`config.mk`:
```
export PLATFORM = sky130hd
export DESIGN_NAME = mcma_back_flat
export DESIGN_NICKNAME = d
export VERILOG_FILES = /design/src/design/mcma_pkg.sv /design/src/design/mcma_stream_if.sv /design/src/design/mcma_back.sv /design/src/flat_wrapper.sv
export SDC_FILE = /design/constraint.sdc
export NUM_CORES = 2
export LEC_CHECK = 0
export BUFFER_PORTS_ARGS = -buffer_cell sky130_fd_sc_hd__clkbuf_2
export CORE_MARGIN = 10
export CORE_UTILIZATION = 62
export DETAILED_ROUTE_END_ITERATION = 8
export GPL_ROUTABILITY_DRIVEN = 0
export PLACE_DENSITY = 0.78
export SYNTH_ARGS = -nofsm -noshare
export SYNTH_HDL_FRONTEND = slang
export SYNTH_MEMORY_MAX_BITS = 65536
export SYNTH_SLANG_ARGS = --single-unit
```
`constraint.sdc`:
```
create_clock -name clk_i -period 23 [get_ports clk_i]
set_clock_uncertainty 0.1 [all_clocks]
set_input_delay 0 -clock clk_i [delete_from_list [all_inputs] [get_ports clk_i]]
set_output_delay 0 -clock clk_i [all_outputs]
set_load 0.01 [all_outputs]
```
`src/design/mcma_pkg.sv`:
```
// ----------------------------------------------------------------------------
// Multichannel moving average package
// Shared sizes, word formats and helper types for the moving average block.
// ----------------------------------------------------------------------------
package mcma_pkg;

  // Block configuration.
  localparam int CHANNELS    = 12;
  localparam int WIN_LOG2    = 5;
  localparam int WINDOW_DEPTH = 2 ** WIN_LOG2;
  localparam int SAMPLE_BITS = 12;

  // Port field widths.
  localparam int CHAN_W = 4;
  localparam int SAMP_W = 12;
  localparam int AVG_W  = 12;

  // Derived internal widths.
  localparam int CH_IDX_W   = (CHANNELS > 1) ? $clog2(CHANNELS) : 1;
  localparam int SLOT_W     = WIN_LOG2;
  localparam int ADDR_W     = CH_IDX_W + SLOT_W;
  localparam int RING_DEPTH = CHANNELS * WINDOW_DEPTH;
  localparam int SUM_W      = SAMPLE_BITS + WIN_LOG2;

  // Depth of the work queue and of the result buffer.
  localparam int QUEUE_DEPTH = 2;
  localparam int OUT_DEPTH   = 2;

  typedef struct packed {
    logic [CHAN_W-1:0] channel;
    logic [SAMP_W-1:0] sample;
  } in_word_t;

  typedef struct packed {
    logic [CHAN_W-1:0] out_channel;
    logic [AVG_W-1:0]  average;
  } out_word_t;

  // One classified sample on its way from the front end to the back end.
  typedef struct packed {
    logic [CH_IDX_W-1:0]    ch;
    logic [SLOT_W-1:0]      slot;
    logic [SAMPLE_BITS-1:0] sample;
  } work_t;

endpackage

```
`src/design/mcma_stream_if.sv`:
```
// ----------------------------------------------------------------------------
// Stream interface
// Valid/ready channel carrying one word of a given packed type.
// ----------------------------------------------------------------------------
interface mcma_stream_if #(
  parameter type word_t = logic
);
  logic  valid;
  logic  ready;
  word_t data;

  modport source (output valid, output data, input ready);
  modport sink   (input valid, input data, output ready);
endinterface

```
`src/design/mcma_back.sv`:
```
// ----------------------------------------------------------------------------
// Moving average back end
// Holds the sample ring and channel sums, clears the ring after reset,
// updates the running sum and buffers the averages for the output.
// ----------------------------------------------------------------------------
module mcma_back import mcma_pkg::*; (
  input  logic          clk_i,
  input  logic          rst_ni,
  input  logic          work_valid_i,
  input  work_t         work_i,
  output logic          work_pop_o,
  output logic          clear_done_o,
  mcma_stream_if.source out_o
);

  localparam int OPTR_W = $clog2(OUT_DEPTH);
  localparam int OCNT_W = $clog2(OUT_DEPTH + 1);

  // Sample ring, one row of WINDOW_DEPTH entries per channel.
  logic [SAMPLE_BITS-1:0] ring_q [RING_DEPTH];
  logic [SAMPLE_BITS-1:0] old_q;

  logic [ADDR_W-1:0] clr_addr_q;
  logic              clear_done_q;

  logic [SUM_W-1:0]  sums_q [CHANNELS];

  logic              s1_valid_q;
  work_t             s1_work_q;

  out_word_t         obuf_q [OUT_DEPTH];
  logic [OPTR_W-1:0] owr_ptr_q, ord_ptr_q;
  logic [OCNT_W-1:0] ocount_q, ocount_d;

  logic              issue;
  logic              out_pop;
  logic [OCNT_W:0]   committed;
  logic              ring_we;
  logic [ADDR_W-1:0] ring_addr;
  logic [SAMPLE_BITS-1:0] ring_wdata;
  logic [SUM_W-1:0]  new_sum;
  out_word_t         result;

  assign out_pop   = out_o.valid && out_o.ready;

  // Issue only when the result buffer is sure to have room once the read
  // returns, counting the item already in flight.
  assign committed = (OCNT_W + 1)'(ocount_q) + (OCNT_W + 1)'(s1_valid_q)
                   - (OCNT_W + 1)'(out_pop);
  assign issue      = work_valid_i && clear_done_q && (committed < (OCNT_W + 1)'(OUT_DEPTH));
  assign work_pop_o = issue;

  always_comb begin
    if (!clear_done_q) begin
      ring_we    = 1'b1;
      ring_addr  = clr_addr_q;
      ring_wdata = '0;
    end else begin
      ring_we    = issue;
      ring_addr  = {work_i.ch, work_i.slot};
      ring_wdata = work_i.sample;
    end
  end

  // Single port, read-first: the old entry comes out as the new one goes in.
  always_ff @(posedge clk_i) begin
    old_q <= ring_q[ring_addr];
    if (ring_we) begin
      ring_q[ring_addr] <= ring_wdata;
    end
  end

  always_ff @(posedge clk_i or negedge rst_ni) begin
    if (!rst_ni) begin
      clr_addr_q   <= '0;
      clear_done_q <= 1'b0;
    end else if (!clear_done_q) begin
      if (clr_addr_q == ADDR_W'(RING_DEPTH - 1)) begin
        clear_done_q <= 1'b1;
      end else begin
        clr_addr_q <= clr_addr_q + ADDR_W'(1);
      end
    end
  end

  assign clear_done_o = clear_done_q;

  always_ff @(posedge clk_i or negedge rst_ni) begin
    if (!rst_ni) begin
      s1_valid_q <= 1'b0;
    end else begin
      s1_valid_q <= issue;
    end
  end

  always_ff @(posedge clk_i) begin
    if (issue) begin
      s1_work_q <= work_i;
    end
  end

  assign new_sum = sums_q[s1_work_q.ch] - SUM_W'(old_q) + SUM_W'(s1_work_q.sample);

  always_comb begin
    result.out_channel = CHAN_W'(s1_work_q.ch);
    result.average     = AVG_W'(new_sum >> WIN_LOG2);
  end

  always_ff @(posedge clk_i or negedge rst_ni) begin
    if (!rst_ni) begin
      for (int i = 0; i < CHANNELS; i++) begin
        sums_q[i] <= '0;
      end
    end else if (s1_valid_q) begin
      sums_q[s1_work_q.ch] <= new_sum;
    end
  end

  // Result buffer.
  always_comb begin
    ocount_d = ocount_q;
    if (s1_valid_q && !out_pop) begin
      ocount_d = ocount_q + OCNT_W'(1);
    end else if (!s1_valid_q && out_pop) begin
      ocount_d = ocount_q - OCNT_W'(1);
    end
  end

  always_ff @(posedge clk_i or negedge rst_ni) begin
    if (!rst_ni) begin
      ocount_q  <= '0;
      owr_ptr_q <= '0;
      ord_ptr_q <= '0;
    end else begin
      ocount_q <= ocount_d;
      if (s1_valid_q) begin
        owr_ptr_q <= (owr_ptr_q == OPTR_W'(OUT_DEPTH - 1)) ? '0 : owr_ptr_q + OPTR_W'(1);
      end
      if (out_pop) begin
        ord_ptr_q <= (ord_ptr_q == OPTR_W'(OUT_DEPTH - 1)) ? '0 : ord_ptr_q + OPTR_W'(1);
      end
    end
  end

  always_ff @(posedge clk_i) begin
    if (s1_valid_q) begin
      obuf_q[owr_ptr_q] <= result;
    end
  end

  assign out_o.valid = (ocount_q != '0);
  assign out_o.data  = obuf_q[ord_ptr_q];

  // A returning read always finds a free slot in the result buffer.
  assert property (@(posedge clk_i) disable iff (!rst_ni)
    s1_valid_q |-> ((ocount_q != OCNT_W'(OUT_DEPTH)) || out_pop))
    else $error("result buffer overflow");

  // The clearing pass runs once after reset and never restarts.
  assert property (@(posedge clk_i) disable iff (!rst_ni)
    !$fell(clear_done_q))
    else $error("ring clear restarted");

  // No sample reaches the ring before the clearing pass is over.
  assert property (@(posedge clk_i) disable iff (!rst_ni)
    s1_valid_q |-> $past(clear_done_q))
    else $error("sample issued during ring clear");

endmodule

```
`src/flat_wrapper.sv`:
```
// flat-port wrapper written by rule: the top's interface ports become plain ports
module mcma_back_flat import mcma_pkg::*;
  (clk_i, rst_ni, work_valid_i, work_i, work_pop_o, clear_done_o, out_o_valid, out_o_data, out_o_ready);
  mcma_stream_if out_o_i ();
  input  logic clk_i;
  input  logic rst_ni;
  input  logic work_valid_i;
  input  work_t work_i;
  output logic work_pop_o;
  output logic clear_done_o;
  output wire logic [$bits(out_o_i.valid)-1:0] out_o_valid;
  output wire logic [$bits(out_o_i.data)-1:0] out_o_data;
  input wire logic [$bits(out_o_i.ready)-1:0] out_o_ready;
  assign out_o_valid = out_o_i.valid;
  assign out_o_data = out_o_i.data;
  assign out_o_i.ready = out_o_ready;
  mcma_back u_core (.clk_i(clk_i), .rst_ni(rst_ni), .work_valid_i(work_valid_i), .work_i(work_i), .work_pop_o(work_pop_o), .clear_done_o(clear_done_o), .out_o(out_o_i));
endmodule
```
# == Word level (Yosys, flattened, before mapping) ==
# Memories as Yosys holds them, arrays and structs flattened. A register that Yosys moved wholly into a read port is not among the register bits.
# Index checks and enable logic that the tools add are counted.
# word_totals
n_memories,2
inputBits,25
reg_bits,235
output_inout_bits,4
wordCells,68
ram_bits,4640
# classes
reduce_logical,11
bitwise_logic,3
mux,19
magnitude_cmp,3
add_sub_neg,9
eq_ne,1
# memory_table
memory,depth,width,read_ports,rd_ports_with_merged_regs,write_ports,line,source
u_core.ring_q,384,12,1,1,1,mcma_back.sv:20,logic [SAMPLE_BITS-1:0] ring_q [RING_DEPTH];
u_core.obuf_q,2,16,1,0,1,mcma_back.sv:31,out_word_t obuf_q [OUT_DEPTH];
# op_table
op,count
204-bit bitwise mux,1
17-bit binary-select mux with 4-bit select,1
17-bit demux with 4-bit select,1
17-bit two-way mux,3
17-bit by 12-bit adder with 17-bit output,1
17-bit by 12-bit subtractor with 17-bit output,1
12-bit two-way mux,1
9-bit by 1-bit adder with 9-bit output (second input constant),1
9-bit equality test (second input constant),1
1-bit two-way mux,9
9-bit two-way mux,1
1-bit logical AND,6
5-bit greater-or-equal comparator (second input constant),1
5-bit by 1-bit less-than comparator with 1-bit output (second input constant),1
4-bit inverter with 5-bit output,1
2-bit two-way mux,2
2-bit nonzero test,2
2-bit by 1-bit adder with 3-bit output,1
3-bit by 2-bit less-than comparator with 1-bit output (second input constant),1
3-bit by 1-bit subtractor with 3-bit output,1
1-bit adder (second input constant),2
2-bit by 1-bit adder with 2-bit output (second input constant),1
1-bit zero test,2
1-bit inverter,2
2 further kinds,2

# == Logic depth before layout (Yosys ltp) ==
# logic_depth
depth_word,8
depth_mapped,16
depth_no_buf,14

# == Worst setup path before layout ==
# No wires, ideal clock.
# synth_timing
kind,register -> register
start,reg u_core.clear_done_q (netlist: u_core.clear_done_o)
end,mem u_core.ring_q[0][0] (data pin)
slack_ps,15460
setup_ps,1200
path_stages_with_launch,6
required_ps,21700
period_less_slack_ps,7540
arrival_ps,6240
cell_sequence,dfrtp_1 buf_6 clkbuf_1 clkbuf_1 clkbuf_1 and2_1
# synth_between
elab_chain_cells,1
# synth_rtl
item,line,source
start: declaration,mcma_back.sv:24,logic clear_done_q;
start signal: assignment,mcma_back.sv:76,clear_done_q <= 1'b0;
start signal: assignment,mcma_back.sv:79,clear_done_q <= 1'b1;
12-bit two-way mux,mcma_back.sv:54,if (!clear_done_q) begin
net u_core.ring_wdata[0],mcma_back.sv:40,logic [SAMPLE_BITS-1:0] ring_wdata;
end: declaration,mcma_back.sv:20,
# The timed path passes the listed nets, and every way through them passes these cells.

# == Final worst setup path ==
# layout_timing
start,reg u_core.clr_addr_q[0]
end,"reg u_core.old_q[3], read port of u_core.ring_q"
# layout_between
elab_chain_cells,1
# layout_rtl
item,line,source
start: declaration,mcma_back.sv:23,logic [ADDR_W-1:0] clr_addr_q;
start signal: assignment,mcma_back.sv:81,clr_addr_q <= clr_addr_q + ADDR_W'(1);
9-bit two-way mux,mcma_back.sv:54,
end: declaration,mcma_back.sv:21,logic [SAMPLE_BITS-1:0] old_q;
# Every way passes these cells.
# A chain may end at the register's enable or synchronous reset.

==> impl_results.md <==
* Fillers at a little under 9000
* Clock slew at reported path FFs at about 0.060 ns
* Clk root buf: clkbuf_16
* P&R area growth vs syn at 10.5%
* Worst vdd ir at 0.0000620 V
* Largest net degree at the start of global routing at 257
* Initial Util at 62.4%
* Die span in x at ~410 microns
* Max stage delay cell, worst path: a221oi_1
* Post-route setup slack at 16.57 ns
* Startpoint types: flop
* Critical path class: reg2reg
* Yosys warnings at 0
* Die area at 169000 sq um
* Site Rows at between 100 and 150
* Wire length per cell at about 33 microns
* Top FF cell, synth: edfxtp_1
* Slew headroom at 16.0%
* Antenna Nets Post-Route at 0
* Worst hold slack at 0.145 ns
* Crit path arrival time at 7.00 ns
* Min cycle time layout at ~6.4 ns
* Fmax achieved at 156 MHz
* Detailed Place HPWL at 134 mm
* Most frequent cell after synthesis: edfxtp_1
* Fin cells at around 7200
* Post-synth EDFFs at roughly 2300
* Htree depth at 4
* Avg Cell Area, Syn at ~19 sq um
* Crit path top cell by count: buf_4
* RSZ-0062 raised after global routing: no
* Final wirelength at 239 mm
* Top post-synthesis cells by count: 2316 x edfxtp_1, 556 x mux4_2, 435 x nor2_1
* Sequential cell area at 71800 sq um
* Multi-input logic area at 21700 sq um
* First-pass iteration count of the detailed router at 8
* Max incr delay on CP at roughly 0.83 ns
* Worst-Margin Slew at 1.26 ns
* Max Root-Sink Buffers at 3
* Core ar. at roughly 150000 sq um
* CTS tree: built
* Share of the synthesized area in the top cell type at 73.4%
* Synth top area cells: edfxtp_1 73%, mux4_2 13%, dfrtp_1 2.3%, nor2_1 1.7%, nand2_1 1.6%
* Sequential share of the synthesized area at approximately 76%
* Synth area leader: edfxtp_1
* Num ports at 29
* Crit-path max FO at 57
* Leakage at 28.2 nW
* Hold WC Path Type: in2reg
* Routed vias/inst at 6.97
* Placed Instances at between 6000 and 7000
* Critical-path cell list: mux2_8 -> buf_4 -> buf_4 -> buf_4 -> mux4_2 -> a22oi_1 -> a21oi_1 -> or4_1 -> a221oi_1 -> o311ai_1
* Net count of the mapped netlist at roughly 5000
* Port bufs at 22
* Final Cycle Share at 28.0%
* Total GRT Usage at between 20% and 30%
* Crit. End Element: flop
* # setup viols final at 0
* #FFs+latches synth at ~2400
* DIE HEIGHT at 411 microns
* Remaining global-route overflow at 0
* Post-Syn Instances at around 4900
* Final Net Count at 5031
* Ratio of cells with drive above 1 in the final layout at around a fifth
* Number of DRC markers in iteration 0 at ~7700
* CTS Buf Count at between 200 and 250
* Slew Limit Fails at 0
* Global-route wire length before repair at 349 mm
* Post-synthesis async set-or-reset flop share at 3.61%
* Power Density at 80.8 nW/um^2
* Hold Violations, Final at 0
* Post-Syn Area at 94800 sq um
* Count of cell types in the netlist at 64
* Final setup TNS at 0 ns
* CTS Sinks at 2409
* Status: completed
* Vias after detailed routing at 50300
* Max_cap viols at 0
* Vias in the first global route at slightly above 50000
* DRC viols at 0
* Worst EP required at 23.57 ns
* Antenna violations before repair at 9
* Post-cts gate resize count at 0
* Post-Place Setup Slack at 16.61 ns
* Worst-Skew Late Latency at between 0.8 and 0.9 ns
-- power breakdown --
part	internal [mW]	switching [mW]	total, mW
clock network	2.11	1.58	3.69
logic	0.0135	0.0146	0.0281
registers	4.74	0.00286	4.74
total	6.86	1.60	8.46
-- cells in the final DEF, fill, tap and decap left out, drive strengths merged, types with 31 or more instances in the layout --
cell	count
mux2i	102
nand2	415
nor2	435
mux4	556
clkinv	90
edfxtp	2316
mux2	68
clkbuf	303
and3	31
dfrtp	87
buf	107
a21oi	66
nand3	154
a22oi	59
-- cell type report --
cell class	count	share of cell area, %
Sequential cell	2409	68.6
Multi-Input combinational cell	2182	20.7
Clock buffer	282	5.67
Tap cell	2030	2.43
Clock inverter	128	1.25
Timing Repair Buffer	154	1.21
Inverter	23	0.0824
Antenna cell	4	0.00956
-- stage by stage --
step                area (sq um)  util [%]  power, mW
floorplan                  94800         -       4.85
global placement           97200      64.0       4.86
detailed placement         97200      64.0       4.86
CTS                       105000      68.9       8.47
global route              105000      68.9       8.64
finish                    105000      68.9       8.46
-- flip-flops by register name, summed over array words and instances (netlist names) --
name,flops
u_core.ring_q,2304
u_core.sums_q,72
u_core.clr_addr_q,9
u_core.old_q,6
u_core.s1_work_q,6
u_core.result,4
u_core.obuf_q,2
u_core.ocount_q,2
u_core.clear_done_o,1
u_core.ord_ptr_q,1
u_core.owr_ptr_q,1
u_core.s1_valid_q,1
-- cells by family after synthesis --
group / count (synthesis) / share of synthesized area, %
muxes: 726 / 15.1
DFF: 2409 / 75.8
AOI/OAI and AO/OA: 282 / 2.05
buffers and inverters: 337 / 1.57
adders and majority gates: 15 / 0.246
and+or+nand+nor: 1138 / 5.05
xor gates and xnor gates: 21 / 0.194
-- path summary, 6_finish.rpt --
check                                           from             endpoint  slack, ns  depth (start not counted)
worst max-delay path            u_core.clr_addr_q[0]      u_core.old_q[3]      16.57                         10
worst min-delay path                      work_i[14]      u_core.old_q[5]       0.15                          6
worst max register to register  u_core.clr_addr_q[0]      u_core.old_q[3]      16.57                         10
worst min register to register      u_core.owr_ptr_q     u_core.owr_ptr_q       0.39                          1
max in group asynchronous                     rst_ni  u_core.clear_done_o      20.91                          5
min in group asynchronous                     rst_ni   u_core.ocount_q[0]       0.51                          4
-- metal layers --
layer / part of all wire, % / vias up / global-route usage (%)
li1: - / 19900 / -
met1: 34 / 25800 / 38.3
met2: 47 / 3845 / 43.7
met3: 13 / 724 / 7.69
met4: 5.2 / 12 / 12.7
met5: 0.033 / - / 0
-- repair_timing --
| item | CTS | global route |
|---|---|---|
| hold buffers | 26 | 0 |
| buffers inserted | 0 | 0 |
| endpoints found under the hold margin | 533 | 0 |
-- worst max-delay path, delay by kind of cell, from the launching register on --
| family | cells | cell delay (ns) |
|---|---|---|
| AO/OA/AOI/OAI | 4 | 1.61 |
| AND/OR/NAND/NOR | 1 | 0.60 |
| multiplexers | 2 | 1.31 |
| buffers and inverters | 3 | 1.83 |
| flip-flops | 1 | 0.64 |
(Power assumes the default switching activity.)
